==> config.mk <==
export PLATFORM = sky130hd
export DESIGN_NAME = ncomi_queue
export DESIGN_NICKNAME = d
export VERILOG_FILES = /design/src/sv/ncomi_pkg.sv /design/src/sv/ncomi_queue.sv
export SDC_FILE = /design/constraint.sdc
export NUM_CORES = 1
export LEC_CHECK = 0
export BUFFER_PORTS_ARGS = -buffer_cell sky130_fd_sc_hd__buf_2
export CORE_MARGIN = 3
export CORE_UTILIZATION = 51
export DETAILED_ROUTE_END_ITERATION = 10
export GPL_TIMING_DRIVEN = 0
export PLACE_DENSITY = 0.71
export SYNTH_ARGS = -nofsm -noshare
export SYNTH_HDL_FRONTEND = slang
export SYNTH_SLANG_ARGS = --single-unit
==> constraint.sdc <==
create_clock -name clk -period 1.9 [get_ports clk]
set_input_delay 0.475 -clock clk [delete_from_list [all_inputs] [get_ports clk]]
set_output_delay 0.475 -clock clk [all_outputs]
set_load 0.1 [all_outputs]
==> src/sv/ncomi_pkg.sv <==
// Shared constants, types and the sine table generator for the NCO mix and integrate unit.
package ncomi_pkg;

  localparam int TABLE_ENTRIES = 8192;
  localparam int ADDR_W        = $clog2(TABLE_ENTRIES);
  localparam int QUARTER       = TABLE_ENTRIES / 4;
  localparam int SUM_WIDTH     = 48;
  localparam int OUT_W         = 48;
  localparam int PHASE_W       = 32;
  localparam int SAMPLE_W      = 8;
  localparam int ROM_W         = 15;
  localparam int DELTA_W       = 18;
  localparam int DSUM_W        = DELTA_W + 1;
  // every per-sample delta stays below 2^EDGE_W in magnitude
  localparam int EDGE_W        = DELTA_W - 1;

  // request queue between front and back, depth a power of two
  localparam int Q_DEPTH = 4;
  localparam int Q_PTR_W = $clog2(Q_DEPTH);
  localparam int Q_CNT_W = $clog2(Q_DEPTH + 1);

  localparam int CFG_ADDR_W = 3;
  localparam int CFG_DATA_W = 32;
  localparam int CFG_IDX_W  = CFG_ADDR_W - 2;
  localparam logic [CFG_IDX_W-1:0] REG_PHASE_INC = '0;

  localparam logic signed [SUM_WIDTH-1:0] SUM_MAX = {1'b0, {(SUM_WIDTH-1){1'b1}}};
  localparam logic signed [SUM_WIDTH-1:0] SUM_MIN = {1'b1, {(SUM_WIDTH-1){1'b0}}};

  localparam longint unsigned HALFPI_Q30 = 64'd1686629713;
  localparam longint unsigned Q30_ONE    = 64'd1073741824;
  localparam longint unsigned Q30_HALF   = 64'd536870912;
  localparam longint unsigned AMPLITUDE  = 64'd16383;

  typedef struct packed {
    logic [ADDR_W-1:0]   idx0;
    logic [ADDR_W-1:0]   idx1;
    logic [SAMPLE_W-1:0] sample_byte;
    logic                last;
  } q_entry_t;

  // Table entry k: rounded 16383*sin(2*pi*k/TABLE_ENTRIES), Taylor series on the
  // first quadrant in Q30, quadrant symmetry applied after rounding.
  function automatic logic signed [ROM_W-1:0] sin_entry(input int unsigned k);
    logic [PHASE_W-1:0] t;
    logic [1:0]         quad;
    longint unsigned    r;
    longint unsigned    x;
    longint unsigned    term;
    longint unsigned    mag;
    longint unsigned    dv;
    longint unsigned    rem;
    longint unsigned    quo;
    longint             s;
    int unsigned        n;
    int                 b;
    logic [ROM_W-1:0]   m;
    t    = PHASE_W'(k) << (PHASE_W - ADDR_W);
    quad = t[PHASE_W-1 -: 2];
    r    = 64'(t[PHASE_W-3:0]);
    if (quad[0]) begin
      r = Q30_ONE - r;
    end
    x    = (r * HALFPI_Q30 + Q30_HALF) >> 30;
    s    = longint'(x);
    term = x;
    // once a term reaches zero every later one is zero too
    for (n = 1; n < 20; n++) begin
      if (term != 0) begin
        term = (term * x) >> 30;
        term = (term * x) >> 30;
        dv   = 64'(2 * n) * 64'(2 * n + 1);
        // shift-subtract division; the numerator stays below 2^32 here
        rem  = 0;
        quo  = 0;
        for (b = 31; b >= 0; b--) begin
          rem = (rem << 1) | ((term >> b) & 64'd1);
          if (rem >= dv) begin
            rem = rem - dv;
            quo = quo | (64'd1 << b);
          end
        end
        term = quo;
        if (n[0]) begin
          s = s - longint'(term);
        end else begin
          s = s + longint'(term);
        end
      end
    end
    if (s < 0) begin
      s = 0;
    end
    if (s > longint'(Q30_ONE)) begin
      s = longint'(Q30_ONE);
    end
    mag = (longint'(s) * AMPLITUDE + Q30_HALF) >> 30;
    m   = ROM_W'(mag);
    return quad[1] ? -m : m;
  endfunction

endpackage

==> src/sv/ncomi_queue.sv <==
// Short request queue between the phase front end and the mixing back end.
module ncomi_queue (
  input  logic                clk,
  input  logic                rst_n,
  input  logic                push,
  input  ncomi_pkg::q_entry_t push_entry,
  output logic                full,
  input  logic                pop,
  output logic                not_empty,
  output ncomi_pkg::q_entry_t head
);

  ncomi_pkg::q_entry_t                 mem [ncomi_pkg::Q_DEPTH];
  logic [ncomi_pkg::Q_PTR_W-1:0]       wr_ptr_r, wr_ptr_nxt;
  logic [ncomi_pkg::Q_PTR_W-1:0]       rd_ptr_r, rd_ptr_nxt;
  logic [ncomi_pkg::Q_CNT_W-1:0]       count_r, count_nxt;
  logic                                do_push;
  logic                                do_pop;

  assign full      = (count_r == ncomi_pkg::Q_CNT_W'(ncomi_pkg::Q_DEPTH));
  assign not_empty = (count_r != '0);
  assign head      = mem[rd_ptr_r];

  assign do_push = push && !full;
  assign do_pop  = pop && not_empty;

  always_comb begin
    wr_ptr_nxt = do_push ? wr_ptr_r + 1'b1 : wr_ptr_r;
    rd_ptr_nxt = do_pop ? rd_ptr_r + 1'b1 : rd_ptr_r;
    count_nxt  = count_r;
    if (do_push && !do_pop) begin
      count_nxt = count_r + 1'b1;
    end else if (do_pop && !do_push) begin
      count_nxt = count_r - 1'b1;
    end
  end

  always_ff @(posedge clk) begin
    if (!rst_n) begin
      wr_ptr_r <= '0;
      rd_ptr_r <= '0;
      count_r  <= '0;
    end else begin
      wr_ptr_r <= wr_ptr_nxt;
      rd_ptr_r <= rd_ptr_nxt;
      count_r  <= count_nxt;
    end
  end

  always_ff @(posedge clk) begin
    if (do_push) begin
      mem[wr_ptr_r] <= push_entry;
    end
  end

endmodule

==> impl_metrics.ini <==
[layout]
fin_area_um2 = 7256
drive_gt1_frac = 0.5057
nNetsFinal = 384
finalCoreUtilization = 0.6904
fillers = 660
final_cells = 488
antenna_cells = 0
syn_to_final_growth_pct = 29.91

[synthesis]
ys_warn_count = 0
ys.flop_type = edfxtp_1
synth_edf_count = 140
synthArstFlopShare = 0
synth_area_per_cell_um2 = 24.18
ys_seq_area_frac = 0.7849
ys_seq_elements = 149
syn_area_um2 = 5585
synth_fp_nets = 276
synth_cell_types = 24
syn_inst = 231

[floorplan]
ios = 76
placementRows = 37
die_area_um2 = 12240
dieHeight_um = 110.7
start_util = 0.5315
die_w_um = 110.7
core_um2 = 10510

[timing]
final_hold_viol_count = 0
period_share = 1.256
rsz0062_at_grt = yes
setup-violations-final = 37
slew_headroom = 0.6355
worst_slew_pin_slew_ns = 0.5467
tns_ns = -16.36
clock_skew_ns = 0.008145
post-route-min-period_ns = 2.386
finalMaxSlewViolations = 0
layout_setup_ws_ns = -0.4859
max_freq_ghz = 0.4191

[placed_design]
post_dp_cell_area_um2 = 6155
io_buffers = 74
place_inst = 441
dpl.hpwl_um = 5429
gp_congestion = 0.6797

[clocking]
cts_tree = built
clk_pin_slew_ns = 0.06
cts_hold_buf = 0
cts_num_sinks = 149
root_buffer = clkbuf_8
h-tree-depth = 4
cts_made_buffers = 17
clk_latency_ns = 0.52
clockBufferDepth = 2

[run_status]
violations = negative setup slack
status = finished with violations

[run]
drv_cap = 0

[route]
via_per_inst = 5.367
remaining_drc_errors = 0
drtIter0Drc = 138
drt-total-wl_um = 9709
vias = 2619
dr.pass1.iters = 4
wire_per_inst_um = 19.90
ant_nets = 0

[global_route]
grt_usage = 0.1678
grt_max_degree = 36
grt_pass1_wl_um = 15400
grt_overflow = 0
grt_pass1_vias = 2970
antenna_found_initial = 0

[setup_path]
cp_max_fo = 5
startpoint_type = register
arrival_ns = 1.91
crit_path_end_kind = primary output
criticalPathCategory = register to primary output
crit_required_ns = 1.42

[hold_path]
holdCritPathClass = input pin to register
[worst max-delay path, stage by stage, from the launching register on]
cell	delay [ns]
dfxtp_4	0.38
buf_12	0.14
clkbuf_16	0.15
mux4_2	0.51
buf_6	0.20
[cells in the mapped netlist, types with 2 or more instances]
cell type	number	share of area
and2_1	8	0.0090
buf_12	3	0.011
buf_2	3	0.0027
buf_6	2	0.0040
dfxtp_1	9	0.032
edfxtp_1	140	0.75
ha_1	5	0.011
inv_1	3	0.0020
mux2i_1	3	0.0054
mux4_2	34	0.14
nand2_1	4	0.0027
nor2b_1	2	0.0022
or3_1	2	0.0022
xnor2_1	3	0.0047
[placed cells by master, fill, tap and decap left out, types with 2 or more instances in the layout]
cell	count
and2_1	4
and2_4	4
buf_12	10
buf_2	37
buf_4	14
buf_6	30
buf_8	2
bufinv_16	3
clkbuf_1	2
clkbuf_16	19
clkinv_1	2
clkinv_2	3
clkinvlp_4	4
dfxtp_1	5
dfxtp_4	4
edfxtp_1	140
ha_1	4
inv_1	2
mux2i_1	3
mux4_2	35
nand2_1	4
xnor2_1	3
[final cells by class]
cell class	instances	area, µm²	share of cell area
Sequential cell	149	4399	0.6063
Clock buffer	18	417.9	0.05760
Tap cell	136	170.2	0.02345
Inverter	3	11.26	0.001552
Buffer	10	122.6	0.01690
Timing Repair Buffer	89	847.1	0.1167
Clock inverter	14	160.2	0.02207
Multi-Input combinational cell	69	1127	0.1554
[routing by layer]
metal | GRT usage | routed length [µm] | part of all wire | vias up
li1 | - | - | - | 1178
met1 | 0.2088 | 3829 | 0.39 | 1354
met2 | 0.2783 | 5178 | 0.53 | 72
met3 | 0.05677 | 569 | 0.059 | 15
met4 | 0.05665 | 132 | 0.014 | 0
met5 | 0 | 0 | 0 | -
[worst paths after layout]
kind | from | end | slack [ns] | cells past startpoint
max | register | head[13] | -0.49 | 4
min | push_entry[14] | mem[3][14] | 0.17 | 1
max reg2reg | count_r[2] | count_r[2] | -0.12 | 8
min reg2reg | wr_ptr_r[1] | wr_ptr_r[1] | 0.50 | 2
[flip-flops by register name (all words and copies together) (netlist names), named ones only]
name / flops
mem: 140
count_r: 3
rd_ptr_r: 2
wr_ptr_r: 2
[repair_timing]
item / in CTS / in global routing
setup endpoints to repair: 178 / 38
gates resized for setup: 94 / 11
cloned: 1 / 3
pin swaps: 3 / 0
endpoints found under the hold margin: 0 / 0
setup buffers: 11 / 0
[metrics by stage]
step                      worst slack [ns]  hold WS, ns
after floorplan                    -0.5625       0.4677
after global placement             -0.2011       0.4857
after detailed placement           -0.1767       0.4960
after CTS                          -0.5295       0.1425
after global routing               -0.5353       0.1488
final                              -0.4859       0.1678
[cells by family (layout without fill, tap and decap cells)]
logic type / Yosys count / after routing / share of synthesized area
AO/OA/AOI/OAI: 4 / 4 / 0.007393
AND/OR/NAND/NOR: 17 / 17 / 0.01837
adder cells (fa/ha/maj): 6 / 6 / 0.01479
buffers and inverters: 13 / 134 / 0.02106
flip-flops: 149 / 149 / 0.7849
XOR/XNOR: 4 / 4 / 0.006274
multiplexers: 38 / 38 / 0.1472
Power is not shown: default switching activity piles up to over one toggle a cycle in this logic, so the estimate is an artifact.
