===== src/sv/ncomi_pkg.sv =====
// Shared constants, types and the sine table generator for the NCO mix and integrate unit.
package ncomi_pkg;

  localparam int TABLE_ENTRIES = 8192;
  localparam int ADDR_W        = $clog2(TABLE_ENTRIES);
  localparam int QUARTER       = TABLE_ENTRIES / 4;
  localparam int SUM_WIDTH     = 48;
  localparam int OUT_W         = 48;
  localparam int PHASE_W       = 32;
  localparam int SAMPLE_W      = 8;
  localparam int ROM_W         = 15;
  localparam int DELTA_W       = 18;
  localparam int DSUM_W        = DELTA_W + 1;
  // every per-sample delta stays below 2^EDGE_W in magnitude
  localparam int EDGE_W        = DELTA_W - 1;

  // request queue between front and back, depth a power of two
  localparam int Q_DEPTH = 4;
  localparam int Q_PTR_W = $clog2(Q_DEPTH);
  localparam int Q_CNT_W = $clog2(Q_DEPTH + 1);

  localparam int CFG_ADDR_W = 3;
  localparam int CFG_DATA_W = 32;
  localparam int CFG_IDX_W  = CFG_ADDR_W - 2;
  localparam logic [CFG_IDX_W-1:0] REG_PHASE_INC = '0;

  localparam logic signed [SUM_WIDTH-1:0] SUM_MAX = {1'b0, {(SUM_WIDTH-1){1'b1}}};
  localparam logic signed [SUM_WIDTH-1:0] SUM_MIN = {1'b1, {(SUM_WIDTH-1){1'b0}}};

  localparam longint unsigned HALFPI_Q30 = 64'd1686629713;
  localparam longint unsigned Q30_ONE    = 64'd1073741824;
  localparam longint unsigned Q30_HALF   = 64'd536870912;
  localparam longint unsigned AMPLITUDE  = 64'd16383;

  typedef struct packed {
    logic [ADDR_W-1:0]   idx0;
    logic [ADDR_W-1:0]   idx1;
    logic [SAMPLE_W-1:0] sample_byte;
    logic                last;
  } q_entry_t;

  // Table entry k: rounded 16383*sin(2*pi*k/TABLE_ENTRIES), Taylor series on the
  // first quadrant in Q30, quadrant symmetry applied after rounding.
  function automatic logic signed [ROM_W-1:0] sin_entry(input int unsigned k);
    logic [PHASE_W-1:0] t;
    logic [1:0]         quad;
    longint unsigned    r;
    longint unsigned    x;
    longint unsigned    term;
    longint unsigned    mag;
    longint unsigned    dv;
    longint unsigned    rem;
    longint unsigned    quo;
    longint             s;
    int unsigned        n;
    int                 b;
    logic [ROM_W-1:0]   m;
    t    = PHASE_W'(k) << (PHASE_W - ADDR_W);
    quad = t[PHASE_W-1 -: 2];
    r    = 64'(t[PHASE_W-3:0]);
    if (quad[0]) begin
      r = Q30_ONE - r;
    end
    x    = (r * HALFPI_Q30 + Q30_HALF) >> 30;
    s    = longint'(x);
    term = x;
    // once a term reaches zero every later one is zero too
    for (n = 1; n < 20; n++) begin
      if (term != 0) begin
        term = (term * x) >> 30;
        term = (term * x) >> 30;
        dv   = 64'(2 * n) * 64'(2 * n + 1);
        // shift-subtract division; the numerator stays below 2^32 here
        rem  = 0;
        quo  = 0;
        for (b = 31; b >= 0; b--) begin
          rem = (rem << 1) | ((term >> b) & 64'd1);
          if (rem >= dv) begin
            rem = rem - dv;
            quo = quo | (64'd1 << b);
          end
        end
        term = quo;
        if (n[0]) begin
          s = s - longint'(term);
        end else begin
          s = s + longint'(term);
        end
      end
    end
    if (s < 0) begin
      s = 0;
    end
    if (s > longint'(Q30_ONE)) begin
      s = longint'(Q30_ONE);
    end
    mag = (longint'(s) * AMPLITUDE + Q30_HALF) >> 30;
    m   = ROM_W'(mag);
    return quad[1] ? -m : m;
  endfunction

endpackage


===== src/sv/ncomi_front.sv =====
// Front end: configuration register, request intake and NCO phase stepping.
module ncomi_front (
  input  logic                                clk,
  input  logic                                rst_n,
  input  logic                                psel,
  input  logic                                penable,
  input  logic                                pwrite,
  input  logic [ncomi_pkg::CFG_ADDR_W-1:0]    paddr,
  input  logic [ncomi_pkg::CFG_DATA_W-1:0]    pwdata,
  output logic [ncomi_pkg::CFG_DATA_W-1:0]    prdata,
  output logic                                pready,
  input  logic                                in_valid,
  output logic                                in_ready,
  input  logic [ncomi_pkg::SAMPLE_W-1:0]      in_sample_byte,
  input  logic                                in_last_of_block,
  input  logic                                q_full,
  output logic                                q_push,
  output ncomi_pkg::q_entry_t                 q_entry
);

  logic [ncomi_pkg::PHASE_W-1:0]   inc_r, inc_nxt;
  logic [ncomi_pkg::PHASE_W-1:0]   phase_r, phase_nxt;
  logic [ncomi_pkg::PHASE_W-1:0]   phase1;
  logic [ncomi_pkg::CFG_IDX_W-1:0] cfg_idx;
  logic                            cfg_wr;
  logic                            accept;

  assign pready  = 1'b1;
  assign cfg_idx = paddr[ncomi_pkg::CFG_ADDR_W-1:2];
  assign cfg_wr  = psel && penable && pwrite && (cfg_idx == ncomi_pkg::REG_PHASE_INC);

  always_comb begin
    unique case (cfg_idx)
      ncomi_pkg::REG_PHASE_INC: prdata = inc_r;
      default:                  prdata = '0;
    endcase
  end

  assign in_ready = !q_full;
  assign accept   = in_valid && in_ready;
  assign q_push   = accept;

  // second sample of the byte sits one step on; the byte advances two steps
  assign phase1 = phase_r + inc_r;

  always_comb begin
    q_entry.idx0        = phase_r[ncomi_pkg::PHASE_W-1 -: ncomi_pkg::ADDR_W];
    q_entry.idx1        = phase1[ncomi_pkg::PHASE_W-1 -: ncomi_pkg::ADDR_W];
    q_entry.sample_byte = in_sample_byte;
    q_entry.last        = in_last_of_block;
    phase_nxt = accept ? phase_r + {inc_r[ncomi_pkg::PHASE_W-2:0], 1'b0} : phase_r;
    inc_nxt   = cfg_wr ? pwdata : inc_r;
  end

  always_ff @(posedge clk) begin
    if (!rst_n) begin
      inc_r   <= '0;
      phase_r <= '0;
    end else begin
      inc_r   <= inc_nxt;
      phase_r <= phase_nxt;
    end
  end

endmodule


===== config.mk =====
export PLATFORM = sky130hd
export DESIGN_NAME = ncomi_front
export DESIGN_NICKNAME = d
export VERILOG_FILES = /design/src/sv/ncomi_pkg.sv /design/src/sv/ncomi_front.sv
export SDC_FILE = /design/constraint.sdc
export NUM_CORES = 1
export LEC_CHECK = 0
export BUFFER_PORTS_ARGS = -buffer_cell sky130_fd_sc_hd__buf_4
export CAP_MARGIN = 30
export CORE_MARGIN = 2
export CORE_UTILIZATION = 40
export CTS_CLUSTER_DIAMETER = 80
export CTS_CLUSTER_SIZE = 20
export DETAILED_ROUTE_END_ITERATION = 8
export PLACE_DENSITY = 0.65
export SLEW_MARGIN = 20
export SYNTH_ARGS = -nofsm -noshare
export SYNTH_HDL_FRONTEND = slang
export SYNTH_SLANG_ARGS = --single-unit

===== constraint.sdc =====
create_clock -name clk -period 2.76 [get_ports clk]
set_input_delay 0.276 -clock clk [delete_from_list [all_inputs] [get_ports clk]]
set_output_delay 0.276 -clock clk [all_outputs]
set_load 0.01 [all_outputs]

==> reports/results.ini, run 1 <==
[yosys]
ys_dominant_reg_cell=dfxtp_1
ys_seq_area_frac=0.256
yosys_register_bits=63
syn-cell-area_um2=4930
synth_top_area_share=0.256
synth-edff-count=0
synthArstFlopShare=0
synth.net_count=748
synth_top_area_cell=dfxtp_1
yosysWarnings=0
syn_inst=637
synthMostInstantiatedCell=nand2_1
syn_avg_cell_area_um2=7.74
synth_area_leaders=dfxtp_1 26%, ha_1 15%, nand2_1 9.2%, a21oi_1 8.3%, nor2b_1 4.6%
synthTopCellsByCount=121 x nand2_1, 82 x a21oi_1, 63 x dfxtp_1
ys_types=60

[placed_design]
numPlacedInstances=888
gp_congestion=0.910
dp_hpwl_um=10300
post_dp_cell_area_um2=5990
post-place-ws_ns=-0.0810
numPortBuffers=99

[worst_hold_path]
holdCritPathClass=primary input to flop
holdPathStages=3
hold_path_startpoint=pwdata[24]

[clock_tree]
cts.sinks=63
cts_tree=built
hold_buffers=0
path_clk_slew_ns=0.05
insertion_delay_ns=0.34
clk_path_buf_depth=2
root_buffer=clkbuf_16
cts_buffers=9
h-tree-depth=3

[route]
drtIter0Drc=182
routed_wl_um=14200
drc=0
antenna_left=0
routedWlPerCell_um=15.6
viasPerCell=5.42
drt_first_pass_iters=5
vias=4947

[timing]
worst_slack_ns=-0.235
period_minus_slack_ns=3.00
slew_viol_final=0
setup_viol=9
timing.fmax_mhz=334
max-slew-margin-rel=0.605
rsz0062_at_grt=true
fin_crit_sh=1.09
finalHoldViolCount=0
worst_pin_slew_ns=0.590
worst_clock_skew_ns=0.00608

[setup_path]
critical_path.endpoint_type=output port
crit_chain=ha_4 > a21o_1 > a21oi_2 > o21ai_1 > a21oi_2 > o21ai_2 > a21o_2 > a21oi_4 > o221ai_2 > a2111oi_4 > buf_4
crit_end=q_entry[21]
crit_top_cell=a21oi_2
cp_data_arrival_time_ns=2.72
critPathLaunchType=flop
worst-r2r-setup-slack_ns=0.14
timing.rr.end=phase_r[25]
worst-path-max-fanout=3
worstSetupPathType=flop to output port
worstRegToRegCells=11
critPathSlowestCell=dfxtp_1
worstReg2RegStart=phase_r[1]
worst_ep_required_time_ns=2.48
max_stage_delay_ns=0.39
startpoint=phase_r[16]

[finish]
instances_no_fill=913
nNetsFinal=872
areaGrowthSynthToFinish_pct=35.3
fin_util=0.556
diodes=0
drive_above_1_share=0.319
final_cell_area_um2=6680

[die]
core_region_area_um2=12000
initial_utilization=0.411
die_x_um=115
dieHeight_um=115
die_area_um2=13200
num_rows=40
ios=121

[global_route]
grt_max_degree=35
antenna_found_initial=0
grt_pass1_vias=4742
track_usage=0.212
overflow=0
grt_pass1_wl_um=22500

[run_status]
status=finished with violations
violations=negative setup slack

[pwr]
p_leak_nw=3.15
vdd_drop_max_mv=0.214
cellPowerDensity_nw_per_um2=356

[flow_run]
drv_cap=0

==> registers in the layout (all words and copies together), names as in the netlist <==
signal,count
phase_r,31
inc_r,32
==> kinds of logic (layout without fill, tap and decap cells) <==
| group | count (synthesis) | in the layout | share of synthesized area |
|---|---|---|---|
| XOR/XNOR | 35 | 35 | 0.0621 |
| multiplexers | 2 | 2 | 0.00406 |
| buffers and inverters | 60 | 189 | 0.0634 |
| AND/OR/NAND/NOR | 236 | 236 | 0.220 |
| AO/OA/AOI/OAI | 180 | 180 | 0.240 |
| adder cells (fa/ha/maj) | 60 | 60 | 0.154 |
| other | 1 | 1 | 0.000760 |
| flip-flops | 63 | 63 | 0.256 |
==> worst min path at each step <==
stage / slack (ns) / endpoint
after floorplan: 0.41 / inc_r[0]
after global placement: 0.46 / phase_r[17]
after detailed placement: 0.47 / phase_r[17]
after CTS: 0.18 / inc_r[3]
after global routing: 0.18 / inc_r[24]
final: 0.18 / inc_r[24]
==> metal layers <==
metal,wire length [µm],global-route usage,share of wire
met5,0,0,0
met1,6200,0.265,0.44
met4,354,0.0892,0.025
met2,7010,0.357,0.49
met3,630,0.0416,0.044
==> cells in the final DEF, fill, tap and decap left out, drive strengths merged, types with 6 or more instances in the layout <==
cell type    n
a21o        22
nor2b       36
and3         6
nand2      122
nor2        26
inv         11
o21ai       26
nor3         8
clkbuf      13
ha          59
xnor2       16
nand3       17
a211oi       7
nand4        8
dfxtp       63
xor2        19
buf        161
a21oi       88
==> final cells by class <==
class,instances,area (µm²)
fill,1128,5340
multi-input combinational,514,3630
sequential,63,1280
timing repair buffer,161,1230
clock buffer,13,270
tap,147,184
inverter,12,45.0
clock inverter,3,40.0
==> through the flow <==
step	hold WS, ns	setup TNS, ns	power, W
floorplan	0.412	0	0.00110
global placement	0.463	-0.0438	0.00120
detailed placement	0.472	-0.120	0.00121
CTS	0.179	-0.857	0.00239
global route	0.184	-2.24	0.00247
finish	0.180	-1.20	0.00238
==> power by group <==
group	switching, W	internal (W)	total, W
Combinational	0.000138	0.000119	0.000257
Clock	0.000410	0.000770	0.00118
Sequential	0.0000166	0.000927	0.000943
Total	0.000565	0.00181	0.00238
==> worst max-delay path, delay by kind of cell (launching register included) <==
kind                     cells  cell delay [ns]
buffers and inverters        1             0.17
AO/OA/AOI/OAI                9             1.59
adder cells (fa/ha/maj)      1             0.23
flip-flops                   1             0.39
==> timing repair <==
| item | CTS | global route |
|---|---|---|
| setup buffers | 2 | 8 |
| gates resized for setup | 34 | 25 |
| endpoints found under the setup margin | 11 | 20 |
| pin swaps | 23 | 12 |
No activity file was read; power rests on OpenSTA's default activity.
==> inputs of run 2 (changes only) <==
CORE_UTILIZATION = 55   (was 40)
PLACE_DENSITY = 0.84   (was 0.65)
clock period = 2.8 ns   (was 2.76 ns; I/O delays follow)
==> run 2 against run 1 <==
Against the previous run: the run still ends with negative setup slack left; cell count decreased by 5.6%; sequential power is 1% lower; largest power group is now registers; via count grew 7.2%; utilization grew 19 points; power down 13%; register-to-register slack worse by 0.03 ns; critical path type unchanged; hold slack got worse by 0.0091 ns.
==> reports/results.ini, run 2 (synthesis results as in run 1) <==
[run_status]
status=finished with violations
violations=negative setup slack

[setup_path]
worst-path-max-fanout=4
crit_chain=ha_4 > nand4_1 > nor3_2 > o31ai_2 > a31o_4 > o21ai_4 > a21o_4 > a21oi_4 > and3_4 > a2111oi_4 > buf_4
critical_path.endpoint_type=output port
critPathSlowestCell=dfxtp_2
max_stage_delay_ns=0.35
worst_ep_required_time_ns=2.52
worstSetupPathType=flop to output port
cp_data_arrival_time_ns=2.80
critPathLaunchType=flop

[finish]
fill_cells=589
instances_no_fill=862
diodes=0
top_register=inc_r
layout_common_cells=141 x buf_4, 121 x nand2_1, 73 x a21oi_1
areaGrowthSynthToFinish_pct=32.3
largest_register_ffs=32
final_common_cell=buf_4
drive_above_1_share=0.316
reg.largest.list=inc_r x32, phase_r x31
final_cell_area_um2=6530
nNetsFinal=860

[die]
initial_utilization=0.566
ios=121
die_area_um2=9740
num_rows=34
die_x_um=98.7
dieHeight_um=98.7
core_region_area_um2=8720

[pwr]
total_power_w=0.00206
p_int_w=0.00153
p_leak_nw=3.03
power.share.clock=0.426
sw_frac_of_total=0.260
switching_power_w=0.000537
pwr-share-comb=0.124
cellPowerDensity_nw_per_um2=316
power_frac_seq=0.451
vdd_drop_max_mv=0.272

[global_route]
track_usage=0.297
grt_max_degree=39
grt_pass1_wl_um=23800
antenna_found_initial=0
overflow=0
grt_pass1_vias=5131

[timing]
worst_slack_ns=-0.279
worst_pin_slew_ns=0.730
worst_clock_skew_ns=0.00905
fin_hold_ws_ns=0.171
slew_viol_final=0
rsz0062_at_grt=true
period_minus_slack_ns=3.08
fin_crit_sh=1.10
finalHoldViolCount=0
max-slew-margin-rel=0.510
timing.fmax_mhz=325
setup_viol=12

[clock_tree]
insertion_delay_ns=0.35
cts.sinks=63
clk_path_buf_depth=2
path_clk_slew_ns=0.07
hold_buffers=0
h-tree-depth=3
cts_tree=built
root_buffer=clkbuf_8
cts_buffers=9

[route]
drtIter0Drc=353
antenna_left=0
routed_wl_um=15600
vias=5303
viasPerCell=6.15
drc=0
drt_first_pass_iters=5
routedWlPerCell_um=18.1

[placed_design]
dp_hpwl_um=9870
gp_congestion=0.986
numPlacedInstances=830
post_dp_cell_area_um2=5800
numPortBuffers=99

[worst_hold_path]
holdCritPathClass=primary input to flop

[flow_run]
drv_cap=0

## run 2: timing repair
item,CTS,global route
setup endpoints to repair,12,19
pin swaps,22,22
buffers inserted,7,11
gates resized for setup,43,34
## run 2: stage by stage
step            util  setup slack (ns)  setup TNS, ns
6_report       0.748            -0.279          -1.97
5_1_grt        0.748            -0.385          -2.99
4_1_cts        0.719            -0.213         -0.816
3_5_place_dp   0.665            -0.138         -0.222
3_3_place_gp   0.665           -0.0232        -0.0232
2_1_floorplan      -             0.265              0
## run 2: power groups by stage
stage	clock network (W)	logic, W	registers, W
finish	0.000878	0.000255	0.000930
global route	0.000921	0.000276	0.000931
CTS	0.000872	0.000240	0.000928
detailed placement	0	0.000233	0.000947
global placement	0	0.000225	0.000946
floorplan	0	0.000143	0.000943
## run 2: cell type report
type                            count  area (µm²)  share of cell area
Multi-Input combinational cell    514        3710               0.568
Clock inverter                      4        70.1              0.0107
Timing Repair Buffer              149        1150               0.176
Inverter                           12        45.0             0.00690
Sequential cell                    63        1280               0.197
Clock buffer                       12         135              0.0207
Tap cell                          108         135              0.0207
## run 2: critical path: cells and delay by family (launching register included)
family / cells / cell delay (ns)
flip-flops: 1 / 0.35
AO/OA/AOI/OAI: 6 / 1.12
buffers and inverters: 1 / 0.17
AND/OR/NAND/NOR: 3 / 0.54
adder cells (fa/ha/maj): 1 / 0.27
## run 2: per-layer routing
layer  share of wire  track usage  vias to the layer above
met3           0.069       0.0582                       64
met1            0.39        0.343                     2523
met5               0            0                        -
li1                -            -                     2442
met2            0.50        0.530                      274
met4           0.037        0.134                        0
## run 2: final timing paths
kind / from / endpoint / slack (ns) / cells after the start
worst min register to register: inc_r[31] / inc_r[31] / 0.49 / 2
worst min-delay path: pwdata[16] / inc_r[16] / 0.17 / 3
worst max-delay path: phase_r[13] / q_entry[21] / -0.28 / 11
worst max register to register: inc_r[8] / phase_r[28] / 0.11 / 12
